[src/rtl/core/assert_macros.svh]
// assertion macros used by idle_power_save_scheduler_core
// needs a clock named clk and an active-low reset named rst_n in scope
`ifndef ASSERT_MACROS_SVH
`define ASSERT_MACROS_SVH
`ifndef SYNTH
// same-cycle implication
`define ASSERT_IMPL(lbl, ante, cons) \
  lbl: assert property (@(posedge clk) disable iff (!rst_n) (ante) |-> (cons)) \
    else $error("assertion failed: same-cycle implication");
// next-cycle implication
`define ASSERT_NEXT(lbl, ante, cons) \
  lbl: assert property (@(posedge clk) disable iff (!rst_n) (ante) |=> (cons)) \
    else $error("assertion failed: next-cycle implication");
`else
`define ASSERT_IMPL(lbl, ante, cons)
`define ASSERT_NEXT(lbl, ante, cons)
`endif
`endif

[src/rtl/core/ipss_pkg.sv]
// types, constants and helpers of the idle power-save scheduler
// no dependencies
package ipss_pkg;

  // timing constants
  localparam int unsigned TICKS_PER_HOUR = 36000;
  localparam int unsigned WEEK_HOURS     = 168;
  localparam int unsigned TEMP_LOW       = 24;
  localparam int unsigned TEMP_HIGH      = 32;
  localparam int unsigned FEW_SPELLS     = 2;
  localparam int unsigned MANY_SPELLS    = 4;
  localparam int unsigned HM_SCALE       = 100;

  localparam int TICK_W  = 16;
  localparam int HOUR_W  = 8;
  localparam int HM_W    = 12;
  localparam int ADDR_W  = 5;
  localparam int DATA_W  = 32;

  // register map, byte address is 4 * index
  typedef enum logic [2:0] {
    REG_SLEEP_ENABLE        = 3'd0,
    REG_SLEEP_START_HOUR    = 3'd1,
    REG_SLEEP_START_MINUTE  = 3'd2,
    REG_SLEEP_END_HOUR      = 3'd3,
    REG_SLEEP_END_MINUTE    = 3'd4,
    REG_IDLE_SAVE_HOURS     = 3'd5,
    REG_LONG_IDLE_HOURS     = 3'd6,
    REG_DISPLAY_SLEEP_TICKS = 3'd7
  } reg_idx_t;

  // register reset values
  localparam logic [4:0]  RST_SLEEP_START_HOUR    = 5'd22;
  localparam logic [5:0]  RST_SLEEP_START_MINUTE  = 6'd0;
  localparam logic [4:0]  RST_SLEEP_END_HOUR      = 5'd7;
  localparam logic [5:0]  RST_SLEEP_END_MINUTE    = 6'd0;
  localparam logic [7:0]  RST_IDLE_SAVE_HOURS     = 8'd9;
  localparam logic [7:0]  RST_LONG_IDLE_HOURS     = 8'd16;
  localparam logic [15:0] RST_DISPLAY_SLEEP_TICKS = 16'd600;

  // one tick item
  typedef struct packed {
    logic       touch;
    logic       test_toggle;
    logic       feature_enable;
    logic [7:0] ambient_temp;
    logic [4:0] clock_hour;
    logic [5:0] clock_minute;
    logic       on_main_screen;
  } in_item_t;

  // one result item
  typedef struct packed {
    logic idle_save_active;
    logic busy_week;
    logic normal_use;
    logic sleep_active;
    logic display_sleep;
  } out_item_t;

  // time of day as hour*100+minute
  function automatic logic [HM_W-1:0] hm_value(input logic [4:0] hour,
                                               input logic [5:0] minute);
    logic [HM_W-1:0] prod;
    prod = HM_W'(hour) * HM_W'(HM_SCALE);
    return prod + HM_W'(minute);
  endfunction

endpackage

[src/rtl/core/idle_power_save_scheduler_core.sv]
//  channel | direction | handshake          | payload
//  in_     | input     | in_valid/in_stall  | in_data  (in_item_t)
//  out_    | output    | out_valid/out_stall| out_data (out_item_t)
//  cfg     | apb write | psel/penable/pwrite| paddr, pwdata, prdata
//
// one item per cycle sustained while out_stall is low; an item is held in the input
// register and its result is registered into the output register.
// the state update is a single short pass of counters and compares.
// rst_n (synchronous) returns all counters, flags, valid bits and configuration registers to reset values;
// the payload registers are not reset. a stalled result holds the output register; the input register then fills
// and in_stall rises only when both registers are occupied.
//
// idle power-save scheduler core: tick timers, weekly mode and sleep window
// depends on ipss_pkg and assert_macros.svh
`include "assert_macros.svh"

module idle_power_save_scheduler_core
  import ipss_pkg::*;
(
  input  logic              clk,
  input  logic              rst_n,
  input  logic              in_valid,
  output logic              in_stall,
  input  in_item_t          in_data,
  output logic              out_valid,
  input  logic              out_stall,
  output out_item_t         out_data,
  input  logic              psel,
  input  logic              penable,
  input  logic              pwrite,
  input  logic [ADDR_W-1:0] paddr,
  input  logic [DATA_W-1:0] pwdata,
  output logic [DATA_W-1:0] prdata,
  output logic              pready
);

  // configuration registers
  logic        sleep_enable_r;
  logic [4:0]  sleep_start_hour_r;
  logic [5:0]  sleep_start_minute_r;
  logic [4:0]  sleep_end_hour_r;
  logic [5:0]  sleep_end_minute_r;
  logic [7:0]  idle_save_hours_r;
  logic [7:0]  long_idle_hours_r;
  logic [15:0] display_sleep_ticks_r;

  // pipeline registers
  logic      in_valid_r;
  in_item_t  in_data_r;
  logic      out_valid_r;
  out_item_t out_data_r;

  // scheduler state
  logic [TICK_W-1:0] idle_tick_count_r,  idle_tick_count_nxt;
  logic [HOUR_W-1:0] idle_hour_count_r,  idle_hour_count_nxt;
  logic              idle_save_flag_r,   idle_save_flag_nxt;
  logic [TICK_W-1:0] learn_tick_count_r, learn_tick_count_nxt;
  logic [HOUR_W-1:0] unused_hour_count_r, unused_hour_count_nxt;
  logic [HOUR_W-1:0] week_hour_count_r,  week_hour_count_nxt;
  logic [HOUR_W-1:0] long_idle_spells_r, long_idle_spells_nxt;
  logic              week_elapsed_r,     week_elapsed_nxt;
  logic              mode_intensive_r,   mode_intensive_nxt;
  logic              normal_use_flag_r,  normal_use_flag_nxt;
  logic              touch_pending_r,    touch_pending_nxt;
  logic              test_hold_r,        test_hold_nxt;
  logic              sleep_flag_r,       sleep_flag_nxt;
  logic              display_sleep_flag_r, display_sleep_flag_nxt;
  logic [TICK_W-1:0] display_tick_count_r, display_tick_count_nxt;

  out_item_t result;
  logic      advance;
  logic      cfg_write;
  reg_idx_t  cfg_idx;

  // handshake: the result register frees when empty or taken
  assign advance   = in_valid_r && (!out_valid_r || !out_stall);
  assign in_stall  = in_valid_r && out_valid_r && out_stall;
  assign out_valid = out_valid_r;
  assign out_data  = out_data_r;

  // apb access
  assign pready    = 1'b1;
  assign cfg_idx   = reg_idx_t'(paddr[4:2]);
  assign cfg_write = psel && penable && pwrite && pready;

  always_comb begin
    case (cfg_idx)
      REG_SLEEP_ENABLE:        prdata = DATA_W'(sleep_enable_r);
      REG_SLEEP_START_HOUR:    prdata = DATA_W'(sleep_start_hour_r);
      REG_SLEEP_START_MINUTE:  prdata = DATA_W'(sleep_start_minute_r);
      REG_SLEEP_END_HOUR:      prdata = DATA_W'(sleep_end_hour_r);
      REG_SLEEP_END_MINUTE:    prdata = DATA_W'(sleep_end_minute_r);
      REG_IDLE_SAVE_HOURS:     prdata = DATA_W'(idle_save_hours_r);
      REG_LONG_IDLE_HOURS:     prdata = DATA_W'(long_idle_hours_r);
      REG_DISPLAY_SLEEP_TICKS: prdata = DATA_W'(display_sleep_ticks_r);
      default:                 prdata = '0;
    endcase
  end

  always_ff @(posedge clk) begin
    if (!rst_n) begin
      sleep_enable_r        <= 1'b0;
      sleep_start_hour_r    <= RST_SLEEP_START_HOUR;
      sleep_start_minute_r  <= RST_SLEEP_START_MINUTE;
      sleep_end_hour_r      <= RST_SLEEP_END_HOUR;
      sleep_end_minute_r    <= RST_SLEEP_END_MINUTE;
      idle_save_hours_r     <= RST_IDLE_SAVE_HOURS;
      long_idle_hours_r     <= RST_LONG_IDLE_HOURS;
      display_sleep_ticks_r <= RST_DISPLAY_SLEEP_TICKS;
    end else if (cfg_write) begin
      case (cfg_idx)
        REG_SLEEP_ENABLE:        sleep_enable_r        <= pwdata[0];
        REG_SLEEP_START_HOUR:    sleep_start_hour_r    <= pwdata[4:0];
        REG_SLEEP_START_MINUTE:  sleep_start_minute_r  <= pwdata[5:0];
        REG_SLEEP_END_HOUR:      sleep_end_hour_r      <= pwdata[4:0];
        REG_SLEEP_END_MINUTE:    sleep_end_minute_r    <= pwdata[5:0];
        REG_IDLE_SAVE_HOURS:     idle_save_hours_r     <= pwdata[7:0];
        REG_LONG_IDLE_HOURS:     long_idle_hours_r     <= pwdata[7:0];
        REG_DISPLAY_SLEEP_TICKS: display_sleep_ticks_r <= pwdata[15:0];
        default: ;
      endcase
    end
  end

  // one tick: test key, touch, weekly mode, idle timers, sleep window
  always_comb begin
    logic [HM_W-1:0]   now_hm, start_hm, end_hm;
    logic              in_window;
    logic [HOUR_W:0]   spells_inc;
    logic [TICK_W:0]   disp_inc;

    idle_tick_count_nxt    = idle_tick_count_r;
    idle_hour_count_nxt    = idle_hour_count_r;
    idle_save_flag_nxt     = idle_save_flag_r;
    learn_tick_count_nxt   = learn_tick_count_r;
    unused_hour_count_nxt  = unused_hour_count_r;
    week_hour_count_nxt    = week_hour_count_r;
    long_idle_spells_nxt   = long_idle_spells_r;
    week_elapsed_nxt       = week_elapsed_r;
    mode_intensive_nxt     = mode_intensive_r;
    normal_use_flag_nxt    = normal_use_flag_r;
    touch_pending_nxt      = touch_pending_r;
    test_hold_nxt          = test_hold_r;
    sleep_flag_nxt         = sleep_flag_r;
    display_sleep_flag_nxt = display_sleep_flag_r;
    display_tick_count_nxt = display_tick_count_r;

    // test key flips the forced hold
    if (in_data_r.test_toggle) begin
      test_hold_nxt       = !test_hold_r;
      normal_use_flag_nxt = !test_hold_r;
    end

    // touch wakes the display and restarts idle timing
    if (in_data_r.touch) begin
      display_sleep_flag_nxt = 1'b0;
      display_tick_count_nxt = '0;
      touch_pending_nxt      = 1'b1;
      idle_tick_count_nxt    = '0;
      idle_hour_count_nxt    = '0;
      idle_save_flag_nxt     = 1'b0;
    end

    // weekly learned mode
    spells_inc = {1'b0, long_idle_spells_nxt} + 1'b1;
    if (week_elapsed_nxt) begin
      if (!mode_intensive_nxt) begin
        mode_intensive_nxt = (long_idle_spells_nxt <= HOUR_W'(FEW_SPELLS));
      end else begin
        mode_intensive_nxt = !(long_idle_spells_nxt >= HOUR_W'(MANY_SPELLS));
      end
      week_elapsed_nxt      = 1'b0;
      long_idle_spells_nxt  = '0;
      learn_tick_count_nxt  = '0;
      unused_hour_count_nxt = '0;
      week_hour_count_nxt   = '0;
      idle_tick_count_nxt   = '0;
      idle_hour_count_nxt   = '0;
      idle_save_flag_nxt    = 1'b0;
    end else if (touch_pending_nxt) begin
      if (unused_hour_count_nxt >= long_idle_hours_r) begin
        if (spells_inc >= (HOUR_W+1)'(WEEK_HOURS)) begin
          long_idle_spells_nxt = HOUR_W'(WEEK_HOURS);
        end else begin
          long_idle_spells_nxt = spells_inc[HOUR_W-1:0];
        end
      end
      learn_tick_count_nxt  = '0;
      unused_hour_count_nxt = '0;
      touch_pending_nxt     = 1'b0;
    end
    normal_use_flag_nxt = mode_intensive_nxt;
    if (mode_intensive_nxt) begin
      idle_tick_count_nxt = '0;
      idle_hour_count_nxt = '0;
      idle_save_flag_nxt  = 1'b0;
    end

    // idle and learning timers
    if (test_hold_nxt || !in_data_r.feature_enable) begin
      idle_tick_count_nxt   = '0;
      idle_hour_count_nxt   = '0;
      idle_save_flag_nxt    = 1'b0;
      week_elapsed_nxt      = 1'b0;
      long_idle_spells_nxt  = '0;
      week_hour_count_nxt   = '0;
      learn_tick_count_nxt  = '0;
      unused_hour_count_nxt = '0;
      mode_intensive_nxt    = 1'b0;
    end else begin
      idle_tick_count_nxt = idle_tick_count_nxt + 1'b1;
      if (idle_tick_count_nxt >= TICK_W'(TICKS_PER_HOUR)) begin
        idle_tick_count_nxt = '0;
        idle_hour_count_nxt = idle_hour_count_nxt + 1'b1;
      end
      if (idle_hour_count_nxt >= idle_save_hours_r) begin
        idle_save_flag_nxt = !normal_use_flag_nxt;
      end
      learn_tick_count_nxt = learn_tick_count_nxt + 1'b1;
      if (learn_tick_count_nxt >= TICK_W'(TICKS_PER_HOUR)) begin
        learn_tick_count_nxt  = '0;
        unused_hour_count_nxt = unused_hour_count_nxt + 1'b1;
        week_hour_count_nxt   = week_hour_count_nxt + 1'b1;
      end
      if (week_hour_count_nxt >= HOUR_W'(WEEK_HOURS)) begin
        week_hour_count_nxt = '0;
        week_elapsed_nxt    = 1'b1;
      end
      if (in_data_r.ambient_temp < 8'(TEMP_LOW) || in_data_r.ambient_temp > 8'(TEMP_HIGH)) begin
        idle_tick_count_nxt = '0;
        idle_hour_count_nxt = '0;
        idle_save_flag_nxt  = 1'b0;
      end
    end

    // sleep window, may wrap past midnight
    now_hm   = hm_value(in_data_r.clock_hour, in_data_r.clock_minute);
    start_hm = hm_value(sleep_start_hour_r, sleep_start_minute_r);
    end_hm   = hm_value(sleep_end_hour_r, sleep_end_minute_r);
    if (start_hm > end_hm) begin
      in_window = (now_hm >= start_hm) || (now_hm < end_hm);
    end else if (start_hm < end_hm) begin
      in_window = (now_hm >= start_hm) && (now_hm < end_hm);
    end else begin
      in_window = 1'b0;
    end

    disp_inc = '0;
    if (!sleep_enable_r) begin
      sleep_flag_nxt         = 1'b0;
      display_sleep_flag_nxt = 1'b0;
      display_tick_count_nxt = '0;
    end else begin
      if (!sleep_flag_nxt) begin
        if (in_window) begin
          sleep_flag_nxt = 1'b1;
          if (in_data_r.on_main_screen) begin
            display_sleep_flag_nxt = 1'b1;
          end
        end
      end else if (!in_window) begin
        sleep_flag_nxt = 1'b0;
        if (start_hm != end_hm) begin
          idle_tick_count_nxt = '0;
          idle_hour_count_nxt = '0;
          idle_save_flag_nxt  = 1'b0;
        end
      end
      // delayed display sleep, count saturates at the programmed delay
      if (sleep_flag_nxt) begin
        disp_inc = {1'b0, display_tick_count_nxt} + 1'b1;
        if (disp_inc >= {1'b0, display_sleep_ticks_r}) begin
          display_tick_count_nxt = display_sleep_ticks_r;
          if (in_data_r.on_main_screen) begin
            display_sleep_flag_nxt = 1'b1;
          end
        end else begin
          display_tick_count_nxt = disp_inc[TICK_W-1:0];
        end
      end else begin
        display_sleep_flag_nxt = 1'b0;
        display_tick_count_nxt = '0;
      end
    end

    result.idle_save_active = idle_save_flag_nxt;
    result.busy_week        = mode_intensive_nxt;
    result.normal_use       = normal_use_flag_nxt;
    result.sleep_active     = sleep_flag_nxt;
    result.display_sleep    = display_sleep_flag_nxt;
  end

  // control and state registers
  always_ff @(posedge clk) begin
    if (!rst_n) begin
      in_valid_r           <= 1'b0;
      out_valid_r          <= 1'b0;
      idle_tick_count_r    <= '0;
      idle_hour_count_r    <= '0;
      idle_save_flag_r     <= 1'b0;
      learn_tick_count_r   <= '0;
      unused_hour_count_r  <= '0;
      week_hour_count_r    <= '0;
      long_idle_spells_r   <= '0;
      week_elapsed_r       <= 1'b0;
      mode_intensive_r     <= 1'b0;
      normal_use_flag_r    <= 1'b0;
      touch_pending_r      <= 1'b0;
      test_hold_r          <= 1'b0;
      sleep_flag_r         <= 1'b0;
      display_sleep_flag_r <= 1'b0;
      display_tick_count_r <= '0;
    end else begin
      if (in_valid && !in_stall) begin
        in_valid_r <= 1'b1;
      end else if (advance) begin
        in_valid_r <= 1'b0;
      end
      if (advance) begin
        out_valid_r <= 1'b1;
      end else if (!out_stall) begin
        out_valid_r <= 1'b0;
      end
      if (advance) begin
        idle_tick_count_r    <= idle_tick_count_nxt;
        idle_hour_count_r    <= idle_hour_count_nxt;
        idle_save_flag_r     <= idle_save_flag_nxt;
        learn_tick_count_r   <= learn_tick_count_nxt;
        unused_hour_count_r  <= unused_hour_count_nxt;
        week_hour_count_r    <= week_hour_count_nxt;
        long_idle_spells_r   <= long_idle_spells_nxt;
        week_elapsed_r       <= week_elapsed_nxt;
        mode_intensive_r     <= mode_intensive_nxt;
        normal_use_flag_r    <= normal_use_flag_nxt;
        touch_pending_r      <= touch_pending_nxt;
        test_hold_r          <= test_hold_nxt;
        sleep_flag_r         <= sleep_flag_nxt;
        display_sleep_flag_r <= display_sleep_flag_nxt;
        display_tick_count_r <= display_tick_count_nxt;
      end
    end
  end

  // payload registers
  always_ff @(posedge clk) begin
    if (in_valid && !in_stall) begin
      in_data_r <= in_data;
    end
    if (advance) begin
      out_data_r <= result;
    end
  end

  // checks
  `ASSERT_IMPL(a_disp_needs_sleep, out_valid_r && out_data_r.display_sleep, out_data_r.sleep_active)
  `ASSERT_IMPL(a_save_not_normal, out_valid_r && out_data_r.idle_save_active, !out_data_r.normal_use)
  `ASSERT_IMPL(a_idle_tick_range, 1'b1, idle_tick_count_r < TICK_W'(TICKS_PER_HOUR))
  `ASSERT_IMPL(a_week_hour_range, 1'b1, week_hour_count_r < HOUR_W'(WEEK_HOURS))
  `ASSERT_NEXT(a_spells_sat, 1'b1, long_idle_spells_r <= HOUR_W'(WEEK_HOURS))

endmodule
[config.mk]
export PLATFORM = sky130hd
export DESIGN_NAME = idle_power_save_scheduler_core
export DESIGN_NICKNAME = d
export VERILOG_FILES = /design/src/rtl/core/ipss_pkg.sv /design/src/rtl/core/idle_power_save_scheduler_core.sv
export VERILOG_INCLUDE_DIRS = /design/src /design/src/rtl/core
export SDC_FILE = /design/constraint.sdc
export NUM_CORES = 1
export LEC_CHECK = 0
export BUFFER_PORTS_ARGS = -buffer_cell sky130_fd_sc_hd__buf_2
export CAP_MARGIN = 30
export CORE_MARGIN = 5
export CORE_UTILIZATION = 45
export CTS_BUF_LIST = sky130_fd_sc_hd__clkbuf_4 sky130_fd_sc_hd__clkbuf_8 sky130_fd_sc_hd__clkbuf_16
export CTS_CLUSTER_DIAMETER = 30
export DETAILED_ROUTE_END_ITERATION = 6
export SETUP_SLACK_MARGIN = 0.2
export SLEW_MARGIN = 20
export SYNTH_ARGS = -nofsm -noshare
export SYNTH_HDL_FRONTEND = slang
export SYNTH_SLANG_ARGS = --single-unit
[constraint.sdc]
create_clock -name clk -period 6.27 [get_ports clk]
set_input_delay 1.5675 -clock clk [delete_from_list [all_inputs] [get_ports clk]]
set_output_delay 1.5675 -clock clk [all_outputs]
set_load 0.02 [all_outputs]
==> metrics <==
status=complete, no violations; CP required=6.62 ns; largest family of logic cells by synthesized area=simple AND/OR/NAND/NOR gates; Nets=1,706; met3 Track Usage GR=3.40%; worst path arrival time=5.44 ns; # DRC=0; row cnt=59; Initial Util=46.0%; grt met2 use=33.7%; clock tree buffer depth=2; period utilization=81.2%; initial DRC count=631; largest net degree at the start of global routing=61; core area=0.0262 mm²; Top Ports=107; Via Count=10,432; post-synthesis simple-gate area fraction=20.5%; PostCTS Resize Cnt=0; TNS Setup=0 ns; async set or reset register ratio after synthesis=0%; share of layout cells above drive strength 1=10.0%; GRT Total Usage=19.8%; port buffer count=71; Gate Count Post-Synth=1,445; final-report hold violation count=0; pre-CTS setup slack=1.16 ns; GRT Max-Usage Layer=met2; Final HPWL DP=22.3 mm; Peak VDD IR=154 µV; Leak=5.36 nW; synth unique cells=79; final core area utilization=50.6%; Hold WS=0.455 ns; crit path capture type=flop; Cell Pwr Density=196 mW/mm²; Post-DRT Antenna Nets=0; Mapped Area=0.0120 mm²; CTS sink cnt=172; worst slew pin tran=0.976 ns; final worst setup slack=1.18 ns; final setup fails=0; CTS Hold Bufs=0; total CTS buffers=17; vias per cell=5.66; die height=174 µm; Syn Area/Cell=8.34 µm²; MaxCap Viol Count=0; CTS tree=done; Die Width=174 µm; met1 Use GR=26.5%; compound-cell area share of the yosys netlist=17.1%; Crit Path Category=reg2reg; Ys Warns=0; Post-synth EDFFs=28; post-synthesis sequential area ratio=30.9%; WL final=30.0 mm; Synth Area in Adders=15.3%; CTS root buf=clkbuf_16; Slew HR=34.7%; post-CTS setup buffers=0; RSZ-0062 raised after global routing=no; Total Power=2.60 mW; Synth Register Bits=172; initial antenna violation count=1; Area Overhead vs Synth=10.2%; Synth Flop Type=dfxtp_1; Worst Hold Class=reg2reg; Worst-Skew Late Latency=0.43 ns; DR WL/cell=16.2 µm; xor/xnor cell area share of the yosys netlist=4.80%; Max Slew Vio Count=0; CTS clk-pin slew, worst paths=0.07 ns; Routability Congestion=0.808; largest fanout on the critical path=10; gr ovfl total=0; vias in the first global route=10,007; clk_skew=0.0103 ns; full die area=0.0301 mm²; post-synthesis mux area share=5.81%; Fmax achieved=196 MHz; 1st-pass router iterations=6; H-tree depth=4; minimum clock period=5.09 ns; startpoint types=flop; first-pass GRT wire length=50.1 mm
==> final timing paths <==
path	start	to	slack [ns]	cells past startpoint
hold / removal	display_sleep_ticks_r[10]$_SDFFE_PN0P_	display_sleep_ticks_r[10]$_SDFFE_PN0P_	0.46	2
setup / recovery	sleep_start_hour_r[3]$_SDFFE_PN0P_	idle_tick_count_r[1]$_SDFFE_PN0P_	1.18	21
setup reg to reg	sleep_start_hour_r[3]$_SDFFE_PN0P_	idle_tick_count_r[1]$_SDFFE_PN0P_	1.18	21
hold reg to reg	display_sleep_ticks_r[10]$_SDFFE_PN0P_	display_sleep_ticks_r[10]$_SDFFE_PN0P_	0.46	2
==> kinds of logic after synthesis <==
family	after synthesis
flip-flops	172
XOR/XNOR	66
buffers and inverters	156
adder cells (fa/ha/maj)	144
multiplexers	63
AND/OR/NAND/NOR	514
other	2
AO/OA/AOI/OAI	328
==> Yosys cell counts (4+ instances only) <==
library cell | number | area [µm²]
a32oi_1 | 4 | 35.0
fa_1 | 6 | 120
and2_1 | 11 | 68.8
and3_1 | 13 | 81.3
or3_1 | 11 | 68.8
nor2_1 | 138 | 518
o21ai_0 | 90 | 450
inv_1 | 85 | 319
a221oi_1 | 4 | 35.0
a211oi_1 | 6 | 45.0
nor2b_1 | 21 | 131
o211ai_1 | 15 | 113
ha_1 | 137 | 1710
nand4_1 | 21 | 131
nand3_1 | 49 | 245
nor3_1 | 41 | 205
xor2_1 | 24 | 210
a21boi_0 | 5 | 37.5
xnor2_1 | 42 | 368
nor4_1 | 13 | 81.3
edfxtp_1 | 28 | 841
nand2_1 | 143 | 537
o22ai_1 | 7 | 43.8
mux2i_1 | 53 | 531
dfxtp_1 | 144 | 2880
a31oi_1 | 20 | 125
buf_4 | 17 | 128
a21oi_1 | 84 | 420
a21o_1 | 31 | 233
o21a_1 | 11 | 82.6
or4_1 | 7 | 52.6
a31o_2 | 4 | 35.0
mux2_2 | 5 | 56.3
a22oi_1 | 12 | 90.1
clkbuf_1 | 45 | 169
buf_1 | 5 | 18.8
mux4_2 | 5 | 113
nand2b_1 | 20 | 125
o31ai_1 | 5 | 37.5
==> cells in the final DEF, fill, tap and decap left out, types with 17 or more instances in the layout <==
cell and n:
nand3_1 49, nor3_1 39, nor2_1 138, ha_1 137, nand2_1 143, xnor2_1 42
xor2_1 24, a31oi_1 20, buf_2 72, nand2b_1 20, clkbuf_16 18, mux2i_1 53
nor2b_1 20, edfxtp_1 28, dfxtp_1 144, a21oi_1 84, inv_1 84, conb_1 17
o21ai_0 90, nand4_1 21, a21o_1 31
==> state kept, by name, summed over array words and instances, names as in the netlist, 6 cells and up <==
name / cells
display_tick_count_r: 16
display_sleep_ticks_r: 16
long_idle_spells_r: 8
week_hour_count_r: 8
idle_hour_count_r: 8
sleep_end_minute_r: 6
unused_hour_count_r: 8
idle_save_hours_r: 8
sleep_start_minute_r: 6
in_data_r: 23
idle_tick_count_r: 16
long_idle_hours_r: 8
learn_tick_count_r: 16
==> power breakdown <==
part | internal, mW | switching (mW)
combinational | 0.140 | 0.234
clock | 0.634 | 0.441
sequential | 1.14 | 0.0110
==> through the flow <==
stage	cell area (µm²)	std cells
2_1_floorplan	12100	1460
3_3_place_gp	12700	1811
3_5_place_dp	12700	1812
4_1_cts	13300	1843
5_1_grt	13300	1844
6_report	13300	1844
==> final cells by class <==
cell class                 count  area, µm²
tap                          335        419
clock inverter                 9        110
multi-input combinational   1132       7730
clock buffer                  22        487
antenna                        1       2.50
inverter                      86        323
timing repair buffer          87        473
fill                        2563      12900
sequential                   172       3720
==> critical path: stages (launching register included) <==
cell and delay (ns):
dfxtp_1 0.46, inv_1 0.07, ha_1 0.27, inv_1 0.04
ha_1 0.28, ha_1 0.29, ha_1 0.34, a31oi_1 0.21
xnor2_1 0.18, nand3_1 0.10, nor2_1 0.13, xnor2_1 0.15
ha_1 0.33, nand3_1 0.10, nor3_1 0.23, o21ai_0 0.12
o211ai_1 0.15, maj3_1 0.36, o21a_1 0.41, nand4_1 0.35
o21ai_0 0.27, o2bb2ai_1 0.14
==> per-layer routing <==
metal	routed length (µm)	up-vias	part of all wire, %
li1	-	5271	-
met1	14200	4917	47
met2	14100	219	47
met3	1320	25	4.4
met4	365	0	1.2
met5	0	-	0
Note: power is estimated with default switching activity, not from simulation.
